==> config.mk <==
export PLATFORM = sky130hd
export DESIGN_NAME = horizon_altitude_check_unit
export DESIGN_NICKNAME = d
export VERILOG_FILES = /design/src/rtl/hac_pkg.sv /design/src/rtl/hac_ram.sv /design/src/rtl/hac_ctrl.sv /design/src/rtl/hac_dp.sv /design/src/rtl/horizon_altitude_check_unit.sv
export SDC_FILE = /design/constraint.sdc
export NUM_CORES = 2
export LEC_CHECK = 0
export ABC_AREA = 0
export BUFFER_PORTS_ARGS = -buffer_cell sky130_fd_sc_hd__buf_4
export CORE_ASPECT_RATIO = 0.6
export CORE_MARGIN = 2
export CORE_UTILIZATION = 45
export CTS_BUF_LIST = sky130_fd_sc_hd__clkbuf_4 sky130_fd_sc_hd__clkbuf_8
export CTS_CLUSTER_DIAMETER = 200
export DETAILED_ROUTE_END_ITERATION = 16
export PLACE_DENSITY = 0.58
export SYNTH_ARGS = -nofsm -noshare
export SYNTH_HDL_FRONTEND = slang
export SYNTH_SLANG_ARGS = --single-unit
==> constraint.sdc <==
create_clock -name clk -period 14.15 [get_ports clk]
set_input_delay 0 -clock clk [delete_from_list [all_inputs] [get_ports clk]]
set_output_delay 0 -clock clk [all_outputs]
set_load 0.01 [all_outputs]
==> src/rtl/hac_pkg.sv <==
// hac_pkg: shared constants, request/status codes and controller/datapath
// interface structs for the horizon altitude check unit. No dependencies.
`timescale 1ns / 1ps

package hac_pkg;

  localparam int MAX_POINTS = 64;
  localparam int ADDR_W     = $clog2(MAX_POINTS);
  localparam int CNT_W      = $clog2(MAX_POINTS + 1);
  localparam int AZ_W       = 16;
  localparam int ALT_W      = 15;
  localparam int ENT_W      = AZ_W + ALT_W;
  localparam int FULL_TURN  = 36000;
  localparam int ALT_LIMIT  = 9000;
  localparam int DEN_W      = 16;
  localparam int DIFF_W     = 16;
  localparam int PROD_W     = DEN_W + 1 + DIFF_W;
  localparam int DIV_W      = 32;
  localparam int DIVCNT_W   = $clog2(DIV_W);
  localparam int SUM_W      = DIV_W + 2;

  localparam logic signed [SUM_W-1:0] LIM_HI = SUM_W'(ALT_LIMIT);
  localparam logic signed [SUM_W-1:0] LIM_LO = -LIM_HI;

  typedef enum logic [1:0] {
    REQ_CLEAR  = 2'd0,
    REQ_INSERT = 2'd1,
    REQ_QUERY  = 2'd2,
    REQ_NOP    = 2'd3
  } req_t;

  typedef enum logic [1:0] {
    ST_OK    = 2'd0,
    ST_FULL  = 2'd1,
    ST_EMPTY = 2'd2
  } status_t;

  typedef struct packed {
    logic load;
    logic clear;
    logic res_zero;
    logic res_full;
    logic res_empty;
    logic idx_last;
    logic idx_zero;
    logic idx_inc;
    logic idx_dec;
    logic rd;
    logic wr_shift;
    logic wr_new_up;
    logic wr_new_zero;
    logic cnt_inc;
    logic q_save;
    logic pair_prev;
    logic pair_wrap;
    logic sub;
    logic mul;
    logic prep;
    logic div_step;
    logic fin;
    logic post;
  } cmd_t;

  typedef struct packed {
    req_t req;
    logic empty;
    logic full;
    logic az_gt;
    logic at_first;
    logic at_last;
    logic div_last;
    logic out_busy;
  } sts_t;

  function automatic logic signed [ALT_W-1:0] clamp_alt(input logic signed [SUM_W-1:0] v);
    logic signed [SUM_W-1:0] r;
    r = v;
    if (v > LIM_HI) r = LIM_HI;
    if (v < LIM_LO) r = LIM_LO;
    return ALT_W'(r);
  endfunction

endpackage

==> src/rtl/hac_ram.sv <==
// hac_ram: generic single-write, single-read RAM with registered read data.
// No dependencies.
`timescale 1ns / 1ps

module hac_ram #(
  parameter int WIDTH = 8,
  parameter int DEPTH = 16
) (
  input  logic                     clk,
  input  logic                     we,
  input  logic [$clog2(DEPTH)-1:0] waddr,
  input  logic [WIDTH-1:0]         wdata,
  input  logic                     re,
  input  logic [$clog2(DEPTH)-1:0] raddr,
  output logic [WIDTH-1:0]         rdata
);

  logic [WIDTH-1:0] mem [DEPTH];

  always_ff @(posedge clk) begin
    if (we) mem[waddr] <= wdata;
    if (re) rdata <= mem[raddr];
  end

endmodule

==> src/rtl/hac_ctrl.sv <==
// hac_ctrl: request sequencer for the horizon table. Drives datapath commands
// from datapath status. Depends on hac_pkg.
`timescale 1ns / 1ps

module hac_ctrl (
  input  logic          clk,
  input  logic          rst,
  input  logic          in_valid,
  output logic          in_stall,
  input  hac_pkg::sts_t sts,
  output hac_pkg::cmd_t cmd
);
  import hac_pkg::*;

  typedef enum logic [14:0] {
    S_IDLE   = 15'b000000000000001,
    S_DECODE = 15'b000000000000010,
    S_I_RD   = 15'b000000000000100,
    S_I_CHK  = 15'b000000000001000,
    S_I_LAST = 15'b000000000010000,
    S_Q_RD   = 15'b000000000100000,
    S_Q_CHK  = 15'b000000001000000,
    S_Q_LRD  = 15'b000000010000000,
    S_Q_LCHK = 15'b000000100000000,
    S_SUB    = 15'b000001000000000,
    S_MUL    = 15'b000010000000000,
    S_PREP   = 15'b000100000000000,
    S_DIV    = 15'b001000000000000,
    S_FIN    = 15'b010000000000000,
    S_POST   = 15'b100000000000000
  } state_t;

  state_t state, state_next;

  assign in_stall = (state != S_IDLE);

  always_ff @(posedge clk) begin
    if (rst) begin
      state <= S_IDLE;
    end else begin
      state <= state_next;
    end
  end

  always_comb begin
    cmd        = '0;
    state_next = state;
    case (state)
      S_IDLE: begin
        if (in_valid) begin
          cmd.load   = 1'b1;
          state_next = S_DECODE;
        end
      end
      S_DECODE: begin
        case (sts.req)
          REQ_CLEAR: begin
            cmd.clear    = 1'b1;
            cmd.res_zero = 1'b1;
            state_next   = S_POST;
          end
          REQ_INSERT: begin
            if (sts.full) begin
              cmd.res_full = 1'b1;
              state_next   = S_POST;
            end else if (sts.empty) begin
              cmd.wr_new_zero = 1'b1;
              cmd.cnt_inc     = 1'b1;
              cmd.res_zero    = 1'b1;
              state_next      = S_POST;
            end else begin
              cmd.idx_last = 1'b1;
              state_next   = S_I_RD;
            end
          end
          REQ_QUERY: begin
            if (sts.empty) begin
              cmd.res_empty = 1'b1;
              state_next    = S_POST;
            end else begin
              cmd.idx_zero = 1'b1;
              state_next   = S_Q_RD;
            end
          end
          default: begin
            cmd.res_zero = 1'b1;
            state_next   = S_POST;
          end
        endcase
      end
      S_I_RD: begin
        cmd.rd     = 1'b1;
        state_next = S_I_CHK;
      end
      S_I_CHK: begin
        if (sts.az_gt) begin
          cmd.wr_shift = 1'b1;
          if (sts.at_first) begin
            state_next = S_I_LAST;
          end else begin
            cmd.idx_dec = 1'b1;
            state_next  = S_I_RD;
          end
        end else begin
          cmd.wr_new_up = 1'b1;
          cmd.cnt_inc   = 1'b1;
          cmd.res_zero  = 1'b1;
          state_next    = S_POST;
        end
      end
      S_I_LAST: begin
        cmd.wr_new_zero = 1'b1;
        cmd.cnt_inc     = 1'b1;
        cmd.res_zero    = 1'b1;
        state_next      = S_POST;
      end
      S_Q_RD: begin
        cmd.rd     = 1'b1;
        state_next = S_Q_CHK;
      end
      S_Q_CHK: begin
        cmd.q_save = 1'b1;
        if (sts.az_gt) begin
          if (sts.at_first) begin
            cmd.idx_last = 1'b1;
            state_next   = S_Q_LRD;
          end else begin
            cmd.pair_prev = 1'b1;
            state_next    = S_SUB;
          end
        end else if (sts.at_last) begin
          cmd.pair_wrap = 1'b1;
          state_next    = S_SUB;
        end else begin
          cmd.idx_inc = 1'b1;
          state_next  = S_Q_RD;
        end
      end
      S_Q_LRD: begin
        cmd.rd     = 1'b1;
        state_next = S_Q_LCHK;
      end
      S_Q_LCHK: begin
        cmd.pair_wrap = 1'b1;
        state_next    = S_SUB;
      end
      S_SUB: begin
        cmd.sub    = 1'b1;
        state_next = S_MUL;
      end
      S_MUL: begin
        cmd.mul    = 1'b1;
        state_next = S_PREP;
      end
      S_PREP: begin
        cmd.prep   = 1'b1;
        state_next = S_DIV;
      end
      S_DIV: begin
        cmd.div_step = 1'b1;
        if (sts.div_last) state_next = S_FIN;
      end
      S_FIN: begin
        cmd.fin    = 1'b1;
        state_next = S_POST;
      end
      S_POST: begin
        if (!sts.out_busy) begin
          cmd.post   = 1'b1;
          state_next = S_IDLE;
        end
      end
      default: begin
        state_next = S_IDLE;
      end
    endcase
  end

endmodule

==> src/rtl/hac_dp.sv <==
// hac_dp: horizon table storage, table walk registers, interpolation
// arithmetic with a bit-serial divider, and the output register.
// Depends on hac_pkg and hac_ram.
`timescale 1ns / 1ps

module hac_dp (
  input  logic                              clk,
  input  logic                              rst,
  input  hac_pkg::cmd_t                     cmd,
  output hac_pkg::sts_t                     sts,
  input  logic [1:0]                        req_type,
  input  logic [hac_pkg::AZ_W-1:0]          azimuth,
  input  logic signed [hac_pkg::ALT_W-1:0]  altitude,
  output logic                              out_valid,
  input  logic                              out_stall,
  output logic [1:0]                        status,
  output logic signed [hac_pkg::ALT_W-1:0]  horizon_alt,
  output logic                              above_horizon
);
  import hac_pkg::*;

  localparam int EXT_W = AZ_W + 2;
  localparam logic [AZ_W-1:0]         TURN_AZ = AZ_W'(FULL_TURN);
  localparam logic signed [EXT_W-1:0] TURN_S  = EXT_W'(FULL_TURN);

  // request
  req_t                    req_q;
  logic [AZ_W-1:0]         az_q;
  logic signed [ALT_W-1:0] alt_q;
  logic [AZ_W-1:0]         az_red;

  // table walk
  logic [CNT_W-1:0]  count;
  logic [CNT_W-1:0]  count_m1;
  logic [ADDR_W-1:0] idx;
  logic [ENT_W-1:0]  rdata, wdata, new_ent;
  logic [ADDR_W-1:0] waddr;
  logic              we;
  logic [AZ_W-1:0]   rd_az;
  logic [ENT_W-1:0]  first_ent, prev_ent, p1_ent, p2_ent;

  // interpolation
  logic [AZ_W-1:0]            p1_az, p2_az;
  logic signed [ALT_W-1:0]    p1_alt, p2_alt;
  logic signed [EXT_W-1:0]    a1_s, den_s, t_s;
  logic [DEN_W-1:0]           den, d;
  logic                       den_zero;
  logic signed [DIFF_W-1:0]   diff, diff_next;
  logic signed [PROD_W-1:0]   prod, mag;
  logic                       neg;
  logic [DIV_W-1:0]           quo;
  logic [DEN_W-1:0]           rem;
  logic [DEN_W:0]             rsh;
  logic [DIVCNT_W-1:0]        divcnt;
  logic signed [SUM_W-1:0]    h1_x, q_x, sum;

  // result staging
  status_t                 res_status;
  logic signed [ALT_W-1:0] res_hz;

  assign az_red   = (azimuth >= TURN_AZ) ? azimuth - TURN_AZ : azimuth;
  assign count_m1 = count - 1'b1;
  assign new_ent  = {az_q, alt_q};
  assign rd_az    = rdata[ENT_W-1:ALT_W];

  assign we    = cmd.wr_shift | cmd.wr_new_up | cmd.wr_new_zero;
  assign waddr = cmd.wr_new_zero ? '0 : idx + 1'b1;
  assign wdata = cmd.wr_shift ? rdata : new_ent;

  hac_ram #(
    .WIDTH (ENT_W),
    .DEPTH (MAX_POINTS)
  ) u_ram (
    .clk   (clk),
    .we    (we),
    .waddr (waddr),
    .wdata (wdata),
    .re    (cmd.rd),
    .raddr (idx),
    .rdata (rdata)
  );

  assign sts.req      = req_q;
  assign sts.empty    = (count == '0);
  assign sts.full     = (count >= CNT_W'(MAX_POINTS));
  assign sts.az_gt    = (rd_az > az_q);
  assign sts.at_first = (idx == '0);
  assign sts.at_last  = ({1'b0, idx} == count_m1);
  assign sts.div_last = (divcnt == DIVCNT_W'(DIV_W - 1));
  assign sts.out_busy = out_valid & out_stall;

  always_ff @(posedge clk) begin
    if (rst) begin
      count <= '0;
    end else if (cmd.clear) begin
      count <= '0;
    end else if (cmd.cnt_inc) begin
      count <= count + 1'b1;
    end
  end

  always_ff @(posedge clk) begin
    if (cmd.load) begin
      req_q <= req_t'(req_type);
      az_q  <= az_red;
      alt_q <= altitude;
    end
    if (cmd.idx_last) idx <= count_m1[ADDR_W-1:0];
    else if (cmd.idx_zero) idx <= '0;
    else if (cmd.idx_inc) idx <= idx + 1'b1;
    else if (cmd.idx_dec) idx <= idx - 1'b1;
    if (cmd.q_save) begin
      prev_ent <= rdata;
      if (sts.at_first) first_ent <= rdata;
    end
    if (cmd.pair_prev) begin
      p1_ent <= prev_ent;
      p2_ent <= rdata;
    end else if (cmd.pair_wrap) begin
      p1_ent <= rdata;
      p2_ent <= sts.at_first ? rdata : first_ent;
    end
  end

  assign p1_az  = p1_ent[ENT_W-1:ALT_W];
  assign p2_az  = p2_ent[ENT_W-1:ALT_W];
  assign p1_alt = $signed(p1_ent[ALT_W-1:0]);
  assign p2_alt = $signed(p2_ent[ALT_W-1:0]);

  always_comb begin
    a1_s = $signed({2'b00, p1_az});
    if (p1_az > p2_az) a1_s = a1_s - TURN_S;
    den_s = $signed({2'b00, p2_az}) - a1_s;
    t_s   = $signed({2'b00, az_q}) - a1_s;
    if (t_s < 0) t_s = t_s + TURN_S;
    else if (t_s >= TURN_S) t_s = t_s - TURN_S;
    diff_next = $signed({p2_alt[ALT_W-1], p2_alt}) - $signed({p1_alt[ALT_W-1], p1_alt});
  end

  assign mag  = prod[PROD_W-1] ? -prod : prod;
  assign rsh  = {rem, quo[DIV_W-1]};
  assign h1_x = SUM_W'(p1_alt);
  assign q_x  = $signed({2'b00, quo});
  assign sum  = neg ? h1_x - q_x : h1_x + q_x;

  always_ff @(posedge clk) begin
    if (cmd.sub) begin
      den      <= den_s[DEN_W-1:0];
      den_zero <= (den_s == '0);
      d        <= t_s[DEN_W-1:0];
      diff     <= diff_next;
    end
    if (cmd.mul) begin
      prod <= $signed({1'b0, d}) * diff;
    end
    if (cmd.prep) begin
      neg    <= prod[PROD_W-1];
      quo    <= mag[DIV_W-1:0] + DIV_W'(den >> 1);
      rem    <= '0;
      divcnt <= '0;
    end else if (cmd.div_step) begin
      divcnt <= divcnt + 1'b1;
      if (rsh >= {1'b0, den}) begin
        rem <= DEN_W'(rsh - {1'b0, den});
        quo <= {quo[DIV_W-2:0], 1'b1};
      end else begin
        rem <= rsh[DEN_W-1:0];
        quo <= {quo[DIV_W-2:0], 1'b0};
      end
    end
  end

  always_ff @(posedge clk) begin
    if (cmd.res_zero) begin
      res_status <= ST_OK;
      res_hz     <= '0;
    end else if (cmd.res_full) begin
      res_status <= ST_FULL;
      res_hz     <= '0;
    end else if (cmd.res_empty) begin
      res_status <= ST_EMPTY;
      res_hz     <= '0;
    end else if (cmd.fin) begin
      res_status <= ST_OK;
      res_hz     <= den_zero ? clamp_alt(h1_x) : clamp_alt(sum);
    end
  end

  always_ff @(posedge clk) begin
    if (rst) begin
      out_valid <= 1'b0;
    end else if (cmd.post) begin
      out_valid <= 1'b1;
    end else if (!out_stall) begin
      out_valid <= 1'b0;
    end
  end

  always_ff @(posedge clk) begin
    if (cmd.post) begin
      status        <= res_status;
      horizon_alt   <= res_hz;
      above_horizon <= (req_q == REQ_QUERY) && (alt_q > res_hz);
    end
  end

  a_count_range: assert property (@(posedge clk) disable iff (rst)
    count <= CNT_W'(MAX_POINTS))
    else $error("point count above table depth");

  a_post_free: assert property (@(posedge clk) disable iff (rst)
    cmd.post |-> !(out_valid && out_stall))
    else $error("result posted over a stalled result");

  a_shift_in_table: assert property (@(posedge clk) disable iff (rst)
    (cmd.wr_shift || cmd.wr_new_up) |-> ({1'b0, idx} < count))
    else $error("insert write beyond table end");

  a_inc_not_full: assert property (@(posedge clk) disable iff (rst)
    cmd.cnt_inc |-> (count < CNT_W'(MAX_POINTS)))
    else $error("insert into full table");

  a_pair_prev: assert property (@(posedge clk) disable iff (rst)
    cmd.pair_prev |-> (idx != '0))
    else $error("bracket taken with no previous point");

endmodule

==> src/rtl/horizon_altitude_check_unit.sv <==
// horizon_altitude_check_unit: top level of the horizon table and
// above-horizon test. Depends on hac_pkg, hac_ctrl, hac_dp (hac_ram).
`timescale 1ns / 1ps
//
// Requests enter on in_valid/in_stall with req_type, azimuth and altitude;
// one result per request leaves on out_valid/out_stall with status,
// horizon_alt and above_horizon. A request is taken when valid is high and
// stall is low. Clear and no-op requests, inserts into a full or empty table
// and queries on an empty table go from decode straight to posting their result.
// An insert walks the table from the top, reading and checking each entry
// and shifting it up while its azimuth is above that of the new point.
// A query walks from the bottom, reading and checking each entry in turn
// (one RAM read port, registered data), plus a read of the last entry when
// the target lies below the first point, then interpolates through the
// subtract, multiply, prepare, one-bit-per-cycle divider and finish steps.
// One request is in work at a time; the next is taken in the cycle after
// the result is posted. A finished result waits in the output register, so
// the next request is taken while out_stall holds the previous result. A
// result that finds the output register still stalled waits before posting.
// Reset (rst, synchronous) empties the table and drops any pending result.
//
module horizon_altitude_check_unit (
  input  logic                              clk,
  input  logic                              rst,
  input  logic                              in_valid,
  output logic                              in_stall,
  input  logic [1:0]                        req_type,
  input  logic [hac_pkg::AZ_W-1:0]          azimuth,
  input  logic signed [hac_pkg::ALT_W-1:0]  altitude,
  output logic                              out_valid,
  input  logic                              out_stall,
  output logic [1:0]                        status,
  output logic signed [hac_pkg::ALT_W-1:0]  horizon_alt,
  output logic                              above_horizon
);
  import hac_pkg::*;

  cmd_t cmd;
  sts_t sts;

  hac_ctrl u_ctrl (
    .clk      (clk),
    .rst      (rst),
    .in_valid (in_valid),
    .in_stall (in_stall),
    .sts      (sts),
    .cmd      (cmd)
  );

  hac_dp u_dp (
    .clk           (clk),
    .rst           (rst),
    .cmd           (cmd),
    .sts           (sts),
    .req_type      (req_type),
    .azimuth       (azimuth),
    .altitude      (altitude),
    .out_valid     (out_valid),
    .out_stall     (out_stall),
    .status        (status),
    .horizon_alt   (horizon_alt),
    .above_horizon (above_horizon)
  );

endmodule
==> impl_metrics.json <==
{
  "arrival_ns": 8.50,
  "synth.largest_area_cell": "edfxtp_1",
  "worst_hold_path_type": "in2reg",
  "r2r_start": "u_dp.d[14]",
  "outcome": "finished, final reports clean",
  "min_from": "rst",
  "period_share": 0.551,
  "syn_to_final_growth_pct": 11.5,
  "clkTransAtPathRegs_ns": 0.07,
  "ir_worst_vdd_uv": 77.7,
  "synth_flop_cell": "edfxtp_1",
  "async_flop_share": 0,
  "synthTopCellsByArea": "edfxtp_1, mux4_2, fa_1",
  "grt.total_usage": 0.251,
  "pin_count": 57,
  "syn_inst": 6339,
  "syn_area_sq_um": 108000,
  "port_buffers": 56,
  "place_congestion": 0.874,
  "grt_setup_unrepaired": "no",
  "crit_path_max_incr_delay_ns": 0.71,
  "path_class": "reg2reg",
  "reg2reg_to": "u_dp.prod[32]",
  "synth_seq_cells": 2372,
  "syn_avg_cell_area_sq_um": 17.1,
  "cts.sinks": 2372,
  "hold_viol": 0,
  "setup_tns_ns": 0,
  "crit_required_ns": 14.85,
  "antenna_found_initial": 33,
  "drv_cap": 0,
  "overflow": 0,
  "rows": 139,
  "via_per_inst": 5.98,
  "start_kind": "flip-flop",
  "rrSetupSlack_ns": 6.35,
  "end_kind": "flip-flop",
  "cts_tree": "built",
  "clockBufferDepth": 4,
  "worst_r2r_path_depth": 25,
  "cts-root-buf": "clkbuf_8",
  "cp_max_fo": 16,
  "numCtsBuffers": 343,
  "layout-drive-gt1-share": 0.226,
  "drt_pass1_iterations": 5,
  "dieWidth_um": 638,
  "slew_viol_final": 0,
  "ant_nets": 0,
  "slew_headroom": 0.264,
  "setup_viol": 0,
  "clk-insertion-delay-late_ns": 0.96,
  "synth_edf_count": 2311,
  "finalClockSkew_ns": 0.0443,
  "die_area_sq_um": 245000,
  "cts-resized-gates": 0,
  "grt_max_degree": 151,
  "period_needed_ns": 7.80,
  "vias": 60800,
  "layout.nets": 7239,
  "holdPathEnd": "u_ctrl.state[9]",
  "ys_seq_area_frac": 0.651,
  "worstMarginPinSlew_ns": 1.10,
  "drc": 0,
  "initial_core_util": 0.453,
  "max_freq_ghz": 0.128,
  "wire_per_inst_um": 30.4,
  "path_common_cell": "fa_1",
  "power_density_nw_per_um2": 111,
  "die_h_um": 384,
  "layout_commonest_cell": "edfxtp_1",
  "finalPower_uw": 13500,
  "htree_levels": 5,
  "power_leakage_uw": 0.0411,
  "grt_pass1_wl_um": 437000,
  "grt_pass1_vias": 58300,
  "coreArea_sq_um": 239000,
  "drt_iter0_markers": 7768,
  "layout_common_cells": "edfxtp_1, mux4_2, inv_1, nand2_1, clkbuf_8",
  "ys_types": 94,
  "syn_nets": 6864,
  "wl_um": 309000,
  "yosys_warnings": 0,
  "hpwl_um": 194000,
  "synth_top_cell_area_share": 0.640,
  "min_path_cells": 3,
  "slowest_stage": "edfxtp_1"
}
## how the worst max path moves through the flow
| stage | slack (ns) | depth (start not counted) | endpoint | startpoint |
|---|---|---|---|---|
| after floorplan | 7.23 | 26 | u_dp.prod[32] | u_dp.diff[1] |
| after global placement | 6.50 | 25 | u_dp.prod[32] | u_dp.d[14] |
| after detailed placement | 6.42 | 25 | u_dp.prod[32] | u_dp.d[14] |
| after CTS | 6.42 | 25 | u_dp.prod[32] | u_dp.d[14] |
| after global routing | 5.99 | 25 | u_dp.prod[32] | u_dp.d[14] |
| final | 6.35 | 25 | u_dp.prod[32] | u_dp.d[14] |
## flip-flops by register name, indices dropped and copies added, names as in the netlist, 2 cells and up
| register | flops |
|---|---|
| u_ctrl.state | 15 |
| u_dp.alt_q | 15 |
| u_dp.az_q | 16 |
| u_dp.count | 7 |
| u_dp.d | 16 |
| u_dp.den | 16 |
| u_dp.diff | 16 |
| u_dp.divcnt | 5 |
| u_dp.first_ent | 31 |
| u_dp.horizon_alt | 15 |
| u_dp.idx | 6 |
| u_dp.p1_ent | 31 |
| u_dp.p2_ent | 31 |
| u_dp.prev_ent | 31 |
| u_dp.prod | 33 |
| u_dp.quo | 32 |
| u_dp.rem | 16 |
| u_dp.req_q | 2 |
| u_dp.res_hz | 15 |
| u_dp.res_status | 2 |
| u_dp.status | 2 |
| u_dp.u_ram.mem | 1984 |
| u_dp.u_ram.rdata | 31 |
## through the flow
| stage | setup WS [ns] | hold WS (ns) | cell area (sq um) | util | cells |
|---|---|---|---|---|---|
| finish | 6.35 | 0.118 | 121000 | 0.505 | 10200 |
| global route | 5.99 | 0.0321 | 121000 | 0.505 | 10100 |
| CTS | 6.42 | 0.0239 | 121000 | 0.505 | 10100 |
| detailed placement | 6.42 | 0.179 | 114000 | 0.475 | 9469 |
| global placement | 6.50 | 0.178 | 114000 | 0.475 | 9469 |
| floorplan | 7.23 | 0.0989 | 108000 | - | 6339 |
## layout make-up
cell class                 count  area (sq um)
timing repair buffer         281          2350
antenna                       25          62.6
clock inverter               137           796
clock buffer                 457          5650
fill                       19500        119000
sequential                  2372         70600
tap                         3172          3970
inverter                     446          1670
multi-input combinational   3270         35800
## what timing repair did
item                                   CTS  global route
endpoints found under the hold margin   87             0
hold buffers                            72             0
setup buffers                            0             0
## where the power goes
group	switching (uW)	internal, uW	leakage [uW]	total (uW)
registers	24.4	7770	0.0212	7790
clock network	2630	2700	0.00338	5330
logic	270	92.0	0.0165	362
total	2920	10600	0.0411	13500
## kinds of logic after synthesis
kind of cell               Yosys count  share of synthesized area
AOI/OAI and AO/OA                  595                     0.0359
xor gates and xnor gates           242                     0.0199
adders and majority gates          493                     0.0706
buffers and inverters              697                     0.0243
DFF                               2372                      0.651
muxes                              766                      0.147
and+or+nand+nor                   1174                     0.0516
## cells in the mapped netlist, types with 12 or more instances
| master | number |
|---|---|
| mux2_2 | 90 |
| a21oi_1 | 143 |
| nand3_1 | 44 |
| o31ai_1 | 24 |
| mux2i_1 | 25 |
| and3_1 | 20 |
| nor3_1 | 51 |
| ha_1 | 288 |
| or4_1 | 12 |
| a21boi_0 | 20 |
| nand4_1 | 31 |
| inv_1 | 445 |
| nor2_1 | 284 |
| buf_1 | 53 |
| a21o_1 | 52 |
| edfxtp_1 | 2311 |
| or2_2 | 13 |
| nand2_1 | 412 |
| nor4_1 | 22 |
| xnor2_1 | 161 |
| o21bai_1 | 15 |
| dfxtp_1 | 61 |
| and2_1 | 140 |
| clkbuf_1 | 192 |
| nor2b_1 | 41 |
| nand2b_1 | 41 |
| mux4_2 | 651 |
| o21a_1 | 22 |
| a31oi_1 | 23 |
| xor2_1 | 78 |
| o21ai_0 | 153 |
| or3_1 | 20 |
| a211oi_1 | 17 |
| fa_1 | 200 |
## worst max-delay path: cells and delay by family, from the launching register on
kind	cells	cell delay, ns
simple gates	2	0.65
flops	1	0.71
buf+inv	4	0.26
compound gates	11	2.37
fa+ha+maj	7	3.50
xor+xnor	1	0.08
## routing by layer
metal | part of all wire | global-route usage | vias to the layer above
li1 | - | - | 25300
met5 | 0.0012 | 0 | -
met3 | 0.11 | 0.0615 | 365
met1 | 0.47 | 0.412 | 32200
met2 | 0.40 | 0.336 | 2914
met4 | 0.017 | 0.0465 | 20
Note: power is estimated with default switching activity, not from simulation.
